## config.mk

```make
export PLATFORM = sky130hd
export DESIGN_NAME = imu_packet_to_hid_report_unit
export DESIGN_NICKNAME = d
export VERILOG_FILES = /design/src/rtl/core/imuhid_pkg.sv /design/src/rtl/core/imu_packet_to_hid_report_unit.sv /design/src/rtl/core/imuhid_accel.sv /design/src/rtl/core/imuhid_gyro.sv /design/src/rtl/core/imuhid_quat.sv
export SDC_FILE = /design/constraint.sdc
export NUM_CORES = 2
export LEC_CHECK = 0
export ABC_AREA = 1
export BUFFER_PORTS_ARGS = -buffer_cell sky130_fd_sc_hd__buf_2
export CAP_MARGIN = 20
export CORE_ASPECT_RATIO = 0.7
export CORE_MARGIN = 3
export CORE_UTILIZATION = 40
export DETAILED_ROUTE_END_ITERATION = 8
export SLEW_MARGIN = 20
export SYNTH_ARGS = -nofsm -noshare
export SYNTH_HDL_FRONTEND = slang
export SYNTH_HIERARCHICAL = 1
export SYNTH_SLANG_ARGS = --single-unit
```

## constraint.sdc

```tcl
create_clock -name aclk -period 12.2 [get_ports aclk]
set_input_delay 0 -clock aclk [delete_from_list [all_inputs] [get_ports aclk]]
set_output_delay 0 -clock aclk [all_outputs]
set_load 0.05 [all_outputs]
```

## src/rtl/core/imuhid_pkg.sv

```systemverilog
// ----------------------------------------------------------------------------
// imuhid_pkg
// Shared types and constants for the motion packet to HID report unit.
// ----------------------------------------------------------------------------
`default_nettype none

package imuhid_pkg;

    // number of sensor axes for accel and gyro
    localparam int AXES = 3;

    // default log2 of the accel averaging window
    localparam int AVG_LOG2_DEF = 2;

    // mouse deltas are counted in units of 2^MOUSE_SHIFT
    localparam int MOUSE_SHIFT = 8;

    // input and output beat widths
    localparam int S_DATA_W = 224;
    localparam int M_DATA_W = 240;

    typedef logic signed [7:0]  s8_t;
    typedef logic signed [15:0] s16_t;
    typedef logic signed [31:0] s32_t;

    // per-beat control from the top level to the state blocks
    typedef struct packed {
        logic advance;   // input register beat is consumed this cycle
        logic last;      // consumed beat closes a batch
    } ctl_t;

    // gyro derived report fields
    typedef struct packed {
        s8_t  mouse_dx;
        s8_t  mouse_dy;
        s16_t joy_rx;
        s16_t joy_ry;
        s16_t joy_rz;
    } gyro_rpt_t;

endpackage

`default_nettype wire

```

## src/rtl/core/imu_packet_to_hid_report_unit.sv

```systemverilog
// ----------------------------------------------------------------------------
// imu_packet_to_hid_report_unit
// Turns decoded motion-sensor packets into one HID report per batch.
// ----------------------------------------------------------------------------
// a batch-closing beat passes the input register, then the report register
// throughput: one packet per cycle but for the stall below; the input register
//   feeds the state update and the report register in a single pass
// a stalled report holds back only a following batch-closing packet
// reset (aresetn low, synchronous) empties both registers and zeroes all
//   accel, gyro and mouse state
`default_nettype none

module imu_packet_to_hid_report_unit #(
    parameter int AVG_LOG2 = imuhid_pkg::AVG_LOG2_DEF
) (
    input  wire logic                            aclk,
    input  wire logic                            aresetn,
    // input packets
    input  wire logic                            s_tvalid,
    output logic                                 s_tready,
    // quat_w_in, quat_x_in, quat_y_in, quat_z_in, accel_x, accel_y, accel_z,
    // gyro_x, gyro_y, gyro_z
    input  wire logic [imuhid_pkg::S_DATA_W-1:0] s_tdata,
    input  wire logic                            s_tlast,   // last_in_batch
    // reports
    output logic                                 m_tvalid,
    input  wire logic                            m_tready,
    // mouse_dx, mouse_dy, joy_x, joy_y, joy_z, joy_rx, joy_ry, joy_rz,
    // quat_w_out, quat_x_out, quat_y_out, quat_z_out
    output logic [imuhid_pkg::M_DATA_W-1:0]      m_tdata
);

    logic                            in_valid_reg;
    logic                            in_valid_next;
    logic [imuhid_pkg::S_DATA_W-1:0] in_data_reg;
    logic                            in_last_reg;
    logic                            m_valid_reg;
    logic                            m_valid_next;
    logic [imuhid_pkg::M_DATA_W-1:0] m_data_reg;
    logic [imuhid_pkg::M_DATA_W-1:0] m_data_next;
    logic                            load;
    logic                            advance;
    imuhid_pkg::ctl_t                ctl;

    imuhid_pkg::s32_t      q_in    [4];
    imuhid_pkg::s32_t      q_out   [4];
    imuhid_pkg::s16_t      accel   [imuhid_pkg::AXES];
    imuhid_pkg::s16_t      gyro    [imuhid_pkg::AXES];
    imuhid_pkg::s16_t      avg     [imuhid_pkg::AXES];
    imuhid_pkg::gyro_rpt_t gyro_rpt;

    // handshake: a held beat moves on unless it closes a batch and the
    // report register is still full
    assign advance  = in_valid_reg && (!in_last_reg || !m_valid_reg || m_tready);
    assign s_tready = !in_valid_reg || advance;
    assign load     = s_tvalid && s_tready;
    assign ctl      = '{advance: advance, last: in_last_reg};

    // unpack the held beat
    always_comb begin
        for (int i = 0; i < 4; i++) begin
            q_in[i] = imuhid_pkg::s32_t'(in_data_reg[32*i +: 32]);
        end
        for (int j = 0; j < imuhid_pkg::AXES; j++) begin
            accel[j] = imuhid_pkg::s16_t'(in_data_reg[128 + 16*j +: 16]);
            gyro[j]  = imuhid_pkg::s16_t'(in_data_reg[176 + 16*j +: 16]);
        end
    end

    imuhid_accel #(
        .AVG_LOG2 (AVG_LOG2)
    ) u_accel (
        .aclk    (aclk),
        .aresetn (aresetn),
        .ctl     (ctl),
        .accel   (accel),
        .avg     (avg)
    );

    imuhid_gyro u_gyro (
        .aclk    (aclk),
        .aresetn (aresetn),
        .ctl     (ctl),
        .gyro    (gyro),
        .rpt     (gyro_rpt)
    );

    imuhid_quat u_quat (
        .q_in  (q_in),
        .q_out (q_out)
    );

    // pack the report, accel x and y swapped
    assign m_data_next = {q_out[3], q_out[2], q_out[1], q_out[0],
                          gyro_rpt.joy_rz, gyro_rpt.joy_ry, gyro_rpt.joy_rx,
                          avg[2], avg[0], avg[1],
                          gyro_rpt.mouse_dy, gyro_rpt.mouse_dx};

    // register valid flags
    always_comb begin
        in_valid_next = in_valid_reg;
        if (load) begin
            in_valid_next = 1'b1;
        end else if (advance) begin
            in_valid_next = 1'b0;
        end
        m_valid_next = m_valid_reg;
        if (advance && in_last_reg) begin
            m_valid_next = 1'b1;
        end else if (m_tready) begin
            m_valid_next = 1'b0;
        end
    end

    always_ff @(posedge aclk) begin
        if (!aresetn) begin
            in_valid_reg <= 1'b0;
            m_valid_reg  <= 1'b0;
        end else begin
            in_valid_reg <= in_valid_next;
            m_valid_reg  <= m_valid_next;
        end
    end

    // payload registers
    always_ff @(posedge aclk) begin
        if (load) begin
            in_data_reg <= s_tdata;
            in_last_reg <= s_tlast;
        end
        if (advance && in_last_reg) begin
            m_data_reg <= m_data_next;
        end
    end

    assign m_tvalid = m_valid_reg;
    assign m_tdata  = m_data_reg;

    // a consumed batch-closing beat always yields a report
    a_report_after_last: assert property (@(posedge aclk) disable iff (!aresetn)
        advance && in_last_reg |=> m_tvalid)
        else $error("batch end consumed without a report");

    // a waiting report is never overwritten by the next batch end
    a_no_overwrite: assert property (@(posedge aclk) disable iff (!aresetn)
        m_tvalid && !m_tready && in_valid_reg && in_last_reg |-> !advance)
        else $error("pending report overwritten");

    // input side stalls only while a beat is held
    a_stall_has_beat: assert property (@(posedge aclk) disable iff (!aresetn)
        !s_tready |-> in_valid_reg)
        else $error("input stalled with empty input register");

    // a non-closing beat never stalls
    a_plain_beat_moves: assert property (@(posedge aclk) disable iff (!aresetn)
        in_valid_reg && !in_last_reg |-> advance)
        else $error("plain packet held back");

endmodule

`default_nettype wire

```

## src/rtl/core/imuhid_accel.sv

```systemverilog
// ----------------------------------------------------------------------------
// imuhid_accel
// Ring of recent accel samples with a moving sum per axis; gives the
// window average as it stands after the current beat.
// ----------------------------------------------------------------------------
`default_nettype none

module imuhid_accel #(
    parameter int AVG_LOG2 = imuhid_pkg::AVG_LOG2_DEF
) (
    input  wire logic              aclk,
    input  wire logic              aresetn,
    input  wire imuhid_pkg::ctl_t  ctl,
    input  wire imuhid_pkg::s16_t  accel [imuhid_pkg::AXES],
    output imuhid_pkg::s16_t       avg   [imuhid_pkg::AXES]
);

    localparam int DEPTH = 1 << AVG_LOG2;
    localparam int POS_W = (AVG_LOG2 == 0) ? 1 : AVG_LOG2;
    localparam int SUM_W = 16 + AVG_LOG2;

    logic [15:0]      hist_reg [DEPTH][imuhid_pkg::AXES];
    logic [SUM_W-1:0] sum_reg  [imuhid_pkg::AXES];
    logic [SUM_W-1:0] sum_next [imuhid_pkg::AXES];
    logic [POS_W-1:0] pos_reg;
    logic [POS_W-1:0] pos_next;

    // ring advances before the new sample lands
    assign pos_next = (AVG_LOG2 == 0) ? '0 : pos_reg + 1'b1;

    // drop the oldest sample, add the new one; average is the top 16 bits
    always_comb begin
        for (int j = 0; j < imuhid_pkg::AXES; j++) begin
            sum_next[j] = sum_reg[j]
                - {{AVG_LOG2{hist_reg[pos_next][j][15]}}, hist_reg[pos_next][j]}
                + {{AVG_LOG2{accel[j][15]}}, accel[j]};
            avg[j] = imuhid_pkg::s16_t'(sum_next[j][SUM_W-1 -: 16]);
        end
    end

    always_ff @(posedge aclk) begin
        if (!aresetn) begin
            pos_reg <= '0;
            for (int i = 0; i < DEPTH; i++) begin
                for (int j = 0; j < imuhid_pkg::AXES; j++) begin
                    hist_reg[i][j] <= '0;
                end
            end
            for (int j = 0; j < imuhid_pkg::AXES; j++) begin
                sum_reg[j] <= '0;
            end
        end else if (ctl.advance) begin
            pos_reg <= pos_next;
            for (int j = 0; j < imuhid_pkg::AXES; j++) begin
                hist_reg[pos_next][j] <= accel[j];
                sum_reg[j]            <= sum_next[j];
            end
        end
    end

endmodule

`default_nettype wire

```

## src/rtl/core/imuhid_gyro.sv

```systemverilog
// ----------------------------------------------------------------------------
// imuhid_gyro
// Wrapping gyro totals, report snapshot and mouse reference; builds the
// saturated rate fields and the mouse deltas at a batch end.
// ----------------------------------------------------------------------------
`default_nettype none

module imuhid_gyro (
    input  wire logic                  aclk,
    input  wire logic                  aresetn,
    input  wire imuhid_pkg::ctl_t      ctl,
    input  wire imuhid_pkg::s16_t      gyro [imuhid_pkg::AXES],
    output imuhid_pkg::gyro_rpt_t      rpt
);

    localparam logic [31:0] MOUSE_BIAS = 32'((1 << imuhid_pkg::MOUSE_SHIFT) - 1);
    localparam logic [15:0] SAT_MAX    = 16'h7fff;
    localparam logic [15:0] SAT_MIN    = 16'h8000;

    logic [31:0] tot_reg  [imuhid_pkg::AXES];
    logic [31:0] tot_next [imuhid_pkg::AXES];
    logic [31:0] rep_reg  [imuhid_pkg::AXES];
    logic [31:0] ref_reg  [imuhid_pkg::AXES];
    logic [31:0] ref_next [imuhid_pkg::AXES];
    logic [31:0] diff     [imuhid_pkg::AXES];
    logic [31:0] rem      [imuhid_pkg::AXES];
    logic [31:0] step     [imuhid_pkg::AXES];
    logic [15:0] sat      [imuhid_pkg::AXES];

    // clamp a 32-bit two's complement value to 16 bits
    function automatic logic [15:0] sat16(input logic [31:0] d);
        logic fits;
        fits = (d[31:15] == {17{1'b0}}) || (d[31:15] == {17{1'b1}});
        if (fits) begin
            return d[15:0];
        end
        return d[31] ? SAT_MIN : SAT_MAX;
    endfunction

    // totals, change since last report, mouse step truncated toward zero
    always_comb begin
        for (int j = 0; j < imuhid_pkg::AXES; j++) begin
            tot_next[j] = tot_reg[j] + {{16{gyro[j][15]}}, gyro[j]};
            diff[j]     = tot_next[j] - rep_reg[j];
            sat[j]      = sat16(diff[j]);
            rem[j]      = tot_next[j] - ref_reg[j];
            step[j]     = 32'($signed(rem[j] + (rem[j][31] ? MOUSE_BIAS : 32'd0))
                              >>> imuhid_pkg::MOUSE_SHIFT);
            ref_next[j] = ref_reg[j] + (step[j] << imuhid_pkg::MOUSE_SHIFT);
        end
    end

    // report fields with x and y rates swapped
    always_comb begin
        rpt.mouse_dx = imuhid_pkg::s8_t'(step[0][7:0]);
        rpt.mouse_dy = imuhid_pkg::s8_t'(8'd0 - step[1][7:0]);
        rpt.joy_rx   = imuhid_pkg::s16_t'(sat[1]);
        rpt.joy_ry   = imuhid_pkg::s16_t'(sat[0]);
        rpt.joy_rz   = imuhid_pkg::s16_t'(sat[2]);
    end

    always_ff @(posedge aclk) begin
        if (!aresetn) begin
            for (int j = 0; j < imuhid_pkg::AXES; j++) begin
                tot_reg[j] <= '0;
                rep_reg[j] <= '0;
                ref_reg[j] <= '0;
            end
        end else if (ctl.advance) begin
            for (int j = 0; j < imuhid_pkg::AXES; j++) begin
                tot_reg[j] <= tot_next[j];
                if (ctl.last) begin
                    rep_reg[j] <= tot_next[j];
                    ref_reg[j] <= ref_next[j];
                end
            end
        end
    end

endmodule

`default_nettype wire

```

## src/rtl/core/imuhid_quat.sv

```systemverilog
// ----------------------------------------------------------------------------
// imuhid_quat
// Halves a Q30 quaternion toward zero and rotates it 120 degrees about
// the (1,1,1) diagonal with wrapping sums.
// ----------------------------------------------------------------------------
`default_nettype none

module imuhid_quat (
    input  wire imuhid_pkg::s32_t  q_in  [4],
    output imuhid_pkg::s32_t       q_out [4]
);

    logic [31:0] h [4];

    // halve with truncation toward zero: add one to negatives, then floor
    always_comb begin
        for (int i = 0; i < 4; i++) begin
            h[i] = 32'($signed(q_in[i] + {31'd0, q_in[i][31]}) >>> 1);
        end
    end

    // rotation sums
    always_comb begin
        q_out[0] = imuhid_pkg::s32_t'(h[0] - h[1] - h[2] - h[3]);
        q_out[1] = imuhid_pkg::s32_t'(h[0] + h[1] + h[2] - h[3]);
        q_out[2] = imuhid_pkg::s32_t'(h[0] - h[1] + h[2] + h[3]);
        q_out[3] = imuhid_pkg::s32_t'(h[0] + h[1] - h[2] + h[3]);
    end

endmodule

`default_nettype wire

```

==> results.json <==
{
  "cts_buffer_depth": 3,
  "cts-htree-levels": 3,
  "wl_per_cell_um": 21.2,
  "status": "complete, no violations",
  "synth_area_leaders": "edfxtp_1 40%, ha_1 9.4%, inv_1 7.8%",
  "slew_headroom_pct": 25.2,
  "grt_max_degree": 142,
  "die_w_um": 511,
  "fin_util_pct": 47.2,
  "layout_min_cycle_time_ps": 9390,
  "max_stage_delay_ps": 410,
  "num-nets-final": 10204,
  "netlist.area_leader.share_pct": 40.0,
  "gp_congestion": 1.04,
  "ys_seq_area_share_pct": 40.1,
  "yosysWarnings": 6,
  "fillers": 17140,
  "rows": 129,
  "tns_ps": 0,
  "drive_gt1_share_pct": 9.07,
  "antenna_left": 0,
  "synth_ff_type": "edfxtp_1",
  "first_pass_iters": 7,
  "dieArea_um2": 184000,
  "largest_reg_flops": 240,
  "cts_buffers": 101,
  "cp-end-kind": "flip-flop",
  "synth_top_area_cell": "edfxtp_1",
  "portBuffers": 470,
  "cp-endpoint": "u_gyro/ref_reg[0][62]",
  "vias_per_cell": 5.22,
  "synth_seq_cells": 955,
  "syn-num-nets": 9354,
  "grt_use_total_pct": 26.3,
  "drc_errors": 0,
  "syn_avg_cell_area_um2": 8.51,
  "ys_async_sr_fraction_pct": 0,
  "clk_pin_slew_ps": 60,
  "drt_wl_total_um": 248000,
  "p_leak_nw": 38.1,
  "cp.arrival_ps": 9980,
  "path_class": "reg2reg",
  "die_h_um": 360,
  "cts-root-buf": "clkbuf_16",
  "max_freq_ghz": 0.107,
  "ff2ff_setup_slack_ps": 2810,
  "vias": 60990,
  "regToRegEndpoint": "u_gyro/ref_reg[0][62]",
  "grt_pass1_wl_um": 368000,
  "syn_to_final_growth_pct": 17.0,
  "coreArea_um2": 177000,
  "postSynthCellCount": 8400,
  "tritoncts": "yes",
  "grt_pass1_vias": 57721,
  "synth-edff-count": 951,
  "rr_startpoint": "u_gyro/tot_reg[0][32]",
  "start_util_pct": 40.4,
  "hold_viol_final": 0,
  "timing.critical_path.from": "u_gyro/tot_reg[0][32]",
  "post_cts_resized": 0,
  "crit_top_cell": "nand2_1",
  "clock_latency_ps": 760,
  "tightest_slew_ps": 1110,
  "setup_viol_count_final": 0,
  "startpoint_type": "flip-flop",
  "cts.sink_count": 955,
  "cp.required_ps": 12790,
  "critPathSlowestCell": "fa_1",
  "clock_skew_ps": 37.6,
  "reg2reg_depth": 49,
  "max_cap_viol_count": 0,
  "powerDensity_nw_per_um2": 196,
  "drv_slew": 0,
  "hold_path_class": "in2reg",
  "rsz0062_at_grt": "no",
  "io-pin-count": 471,
  "cp_max_fo": 10,
  "hpwl_um": 197000,
  "antenna_found_initial": 27,
  "grt.overflow.total": 0,
  "drt_iter0_drc": 6082,
  "synth.distinct_cells": 67,
  "peakVddDrop_v": 0.000131,
  "period_share_pct": 77.0,
  "synth.cell_area_um2": 71500
}
## critical path, delay by kind of cell (launching register included)
kind	cells	cell delay, ps
XOR/XNOR	1	310
flip-flops	1	360
AND/OR/NAND/NOR	16	1850
buffers and inverters	6	650
adder cells (fa/ha/maj)	5	1720
AO/OA/AOI/OAI	21	4340
## power by group
group	total [mW]	switching, mW	internal [mW]	leakage, nW
combinational	8.86	6.14	2.72	27.0
clock	3.19	1.45	1.74	1.61
sequential	4.33	0.139	4.19	9.52
total	16.4	7.73	8.65	38.1
## layer usage
layer	GRT usage [%]	up-vias	part of all wire (%)
li1	-	29322	-
met1	40.0	29092	48
met2	37.5	2327	41
met3	6.16	247	9.1
met4	5.70	2	2.2
met5	0.228	-	0.023
## cells by family after synthesis
| logic type | count (synthesis) | share of synthesized area [%] |
|---|---|---|
| DFF | 955 | 40.1 |
| xor gates and xnor gates | 514 | 6.34 |
| and+or+nand+nor | 3148 | 18.8 |
| adders and majority gates | 725 | 14.7 |
| buffers and inverters | 1666 | 9.20 |
| AOI/OAI and AO/OA | 1392 | 10.9 |
## cells in the mapped netlist, types with 8 or more instances
cell	number
nand2_2	42
xnor2_1	145
nand3b_1	25
inv_2	15
o221ai_1	11
edfxtp_1	951
a21boi_0	24
o211ai_1	27
o21ai_0	400
nand3_2	22
buf_4	63
ha_1	537
a31oi_1	30
a21o_1	37
nor3_1	108
o21ai_1	26
and2_1	12
a21boi_1	8
nand3_1	281
clkbuf_1	52
xor2_1	365
buf_2	37
nor4_1	45
nor2_4	13
nand4_1	99
inv_1	1491
o21ai_2	11
a21oi_1	628
o22ai_1	47
nor2_2	18
nand2_1	1382
o21a_1	33
o21bai_1	57
nor2_1	1055
fa_1	188
a21oi_2	17
or2_2	12
## layout make-up
cell class	count	area, um2	share of cell area [%]
tap	2358	2950	3.53
clock buffer	111	2560	3.07
inverter	1507	5680	6.79
antenna	6	15.0	0.0180
clock inverter	72	793	0.949
sequential	955	28600	34.2
multi-input combinational	5779	36300	43.4
timing repair buffer	906	6670	7.97
## cell usage in the layout, fill, tap and decap left out, types with 19 or more instances in the layout
master         count
a21boi_0          24
a21o_1            37
a21oi_1          628
a31oi_1           29
buf_2            470
buf_4             24
clkbuf_16        101
clkinv_1          21
dlygate4sd3_1    411
edfxtp_1         951
fa_1             188
ha_1             537
inv_1           1488
nand2_1         1375
nand2_2           43
nand3_1          281
nand3_2           22
nand3b_1          25
nand4_1           99
nor2_1          1054
nor2_2            19
nor3_1           108
nor4_1            45
o211ai_1          27
o21a_1            33
o21ai_0          399
o21ai_1           26
o21bai_1          57
o22ai_1           47
xnor2_1          145
xor2_1           365
## worst min path at each step
stage / start / to / slack, ps / cells after the start
after CTS: s_tdata[17] / in_data_reg[17] / 2 / 2
after global placement: s_tdata[127] / in_data_reg[127] / 180 / 1
final: s_tdata[49] / in_data_reg[49] / 60 / 2
after detailed placement: s_tdata[72] / in_data_reg[72] / 180 / 1
after global routing: s_tdata[1] / in_data_reg[1] / 20 / 2
after floorplan: aresetn / m_tvalid / 100 / 2
## metrics by stage
stage / total power [mW] / setup slack, ps / hold WS (ps) / cell area [um2] / instances
2_1_floorplan: 10.6 / 250 / 97.6 / 71500 / 8400
3_3_place_gp: 12.9 / 3070 / 177 / 76100 / 11094
3_5_place_dp: 13.0 / 3000 / 178 / 76100 / 11094
4_1_cts: 16.3 / 2930 / 1.87 / 83600 / 11688
5_1_grt: 17.5 / 1800 / 16.1 / 83600 / 11692
6_report: 16.4 / 2810 / 56.6 / 83600 / 11694
## what timing repair did
item                                   4_1_cts  5_1_grt
setup endpoints to repair                    0        0
buffers inserted                             0        0
hold buffers                               411        0
endpoints found under the hold margin      231        0
Power figures use the tool's default switching activity.
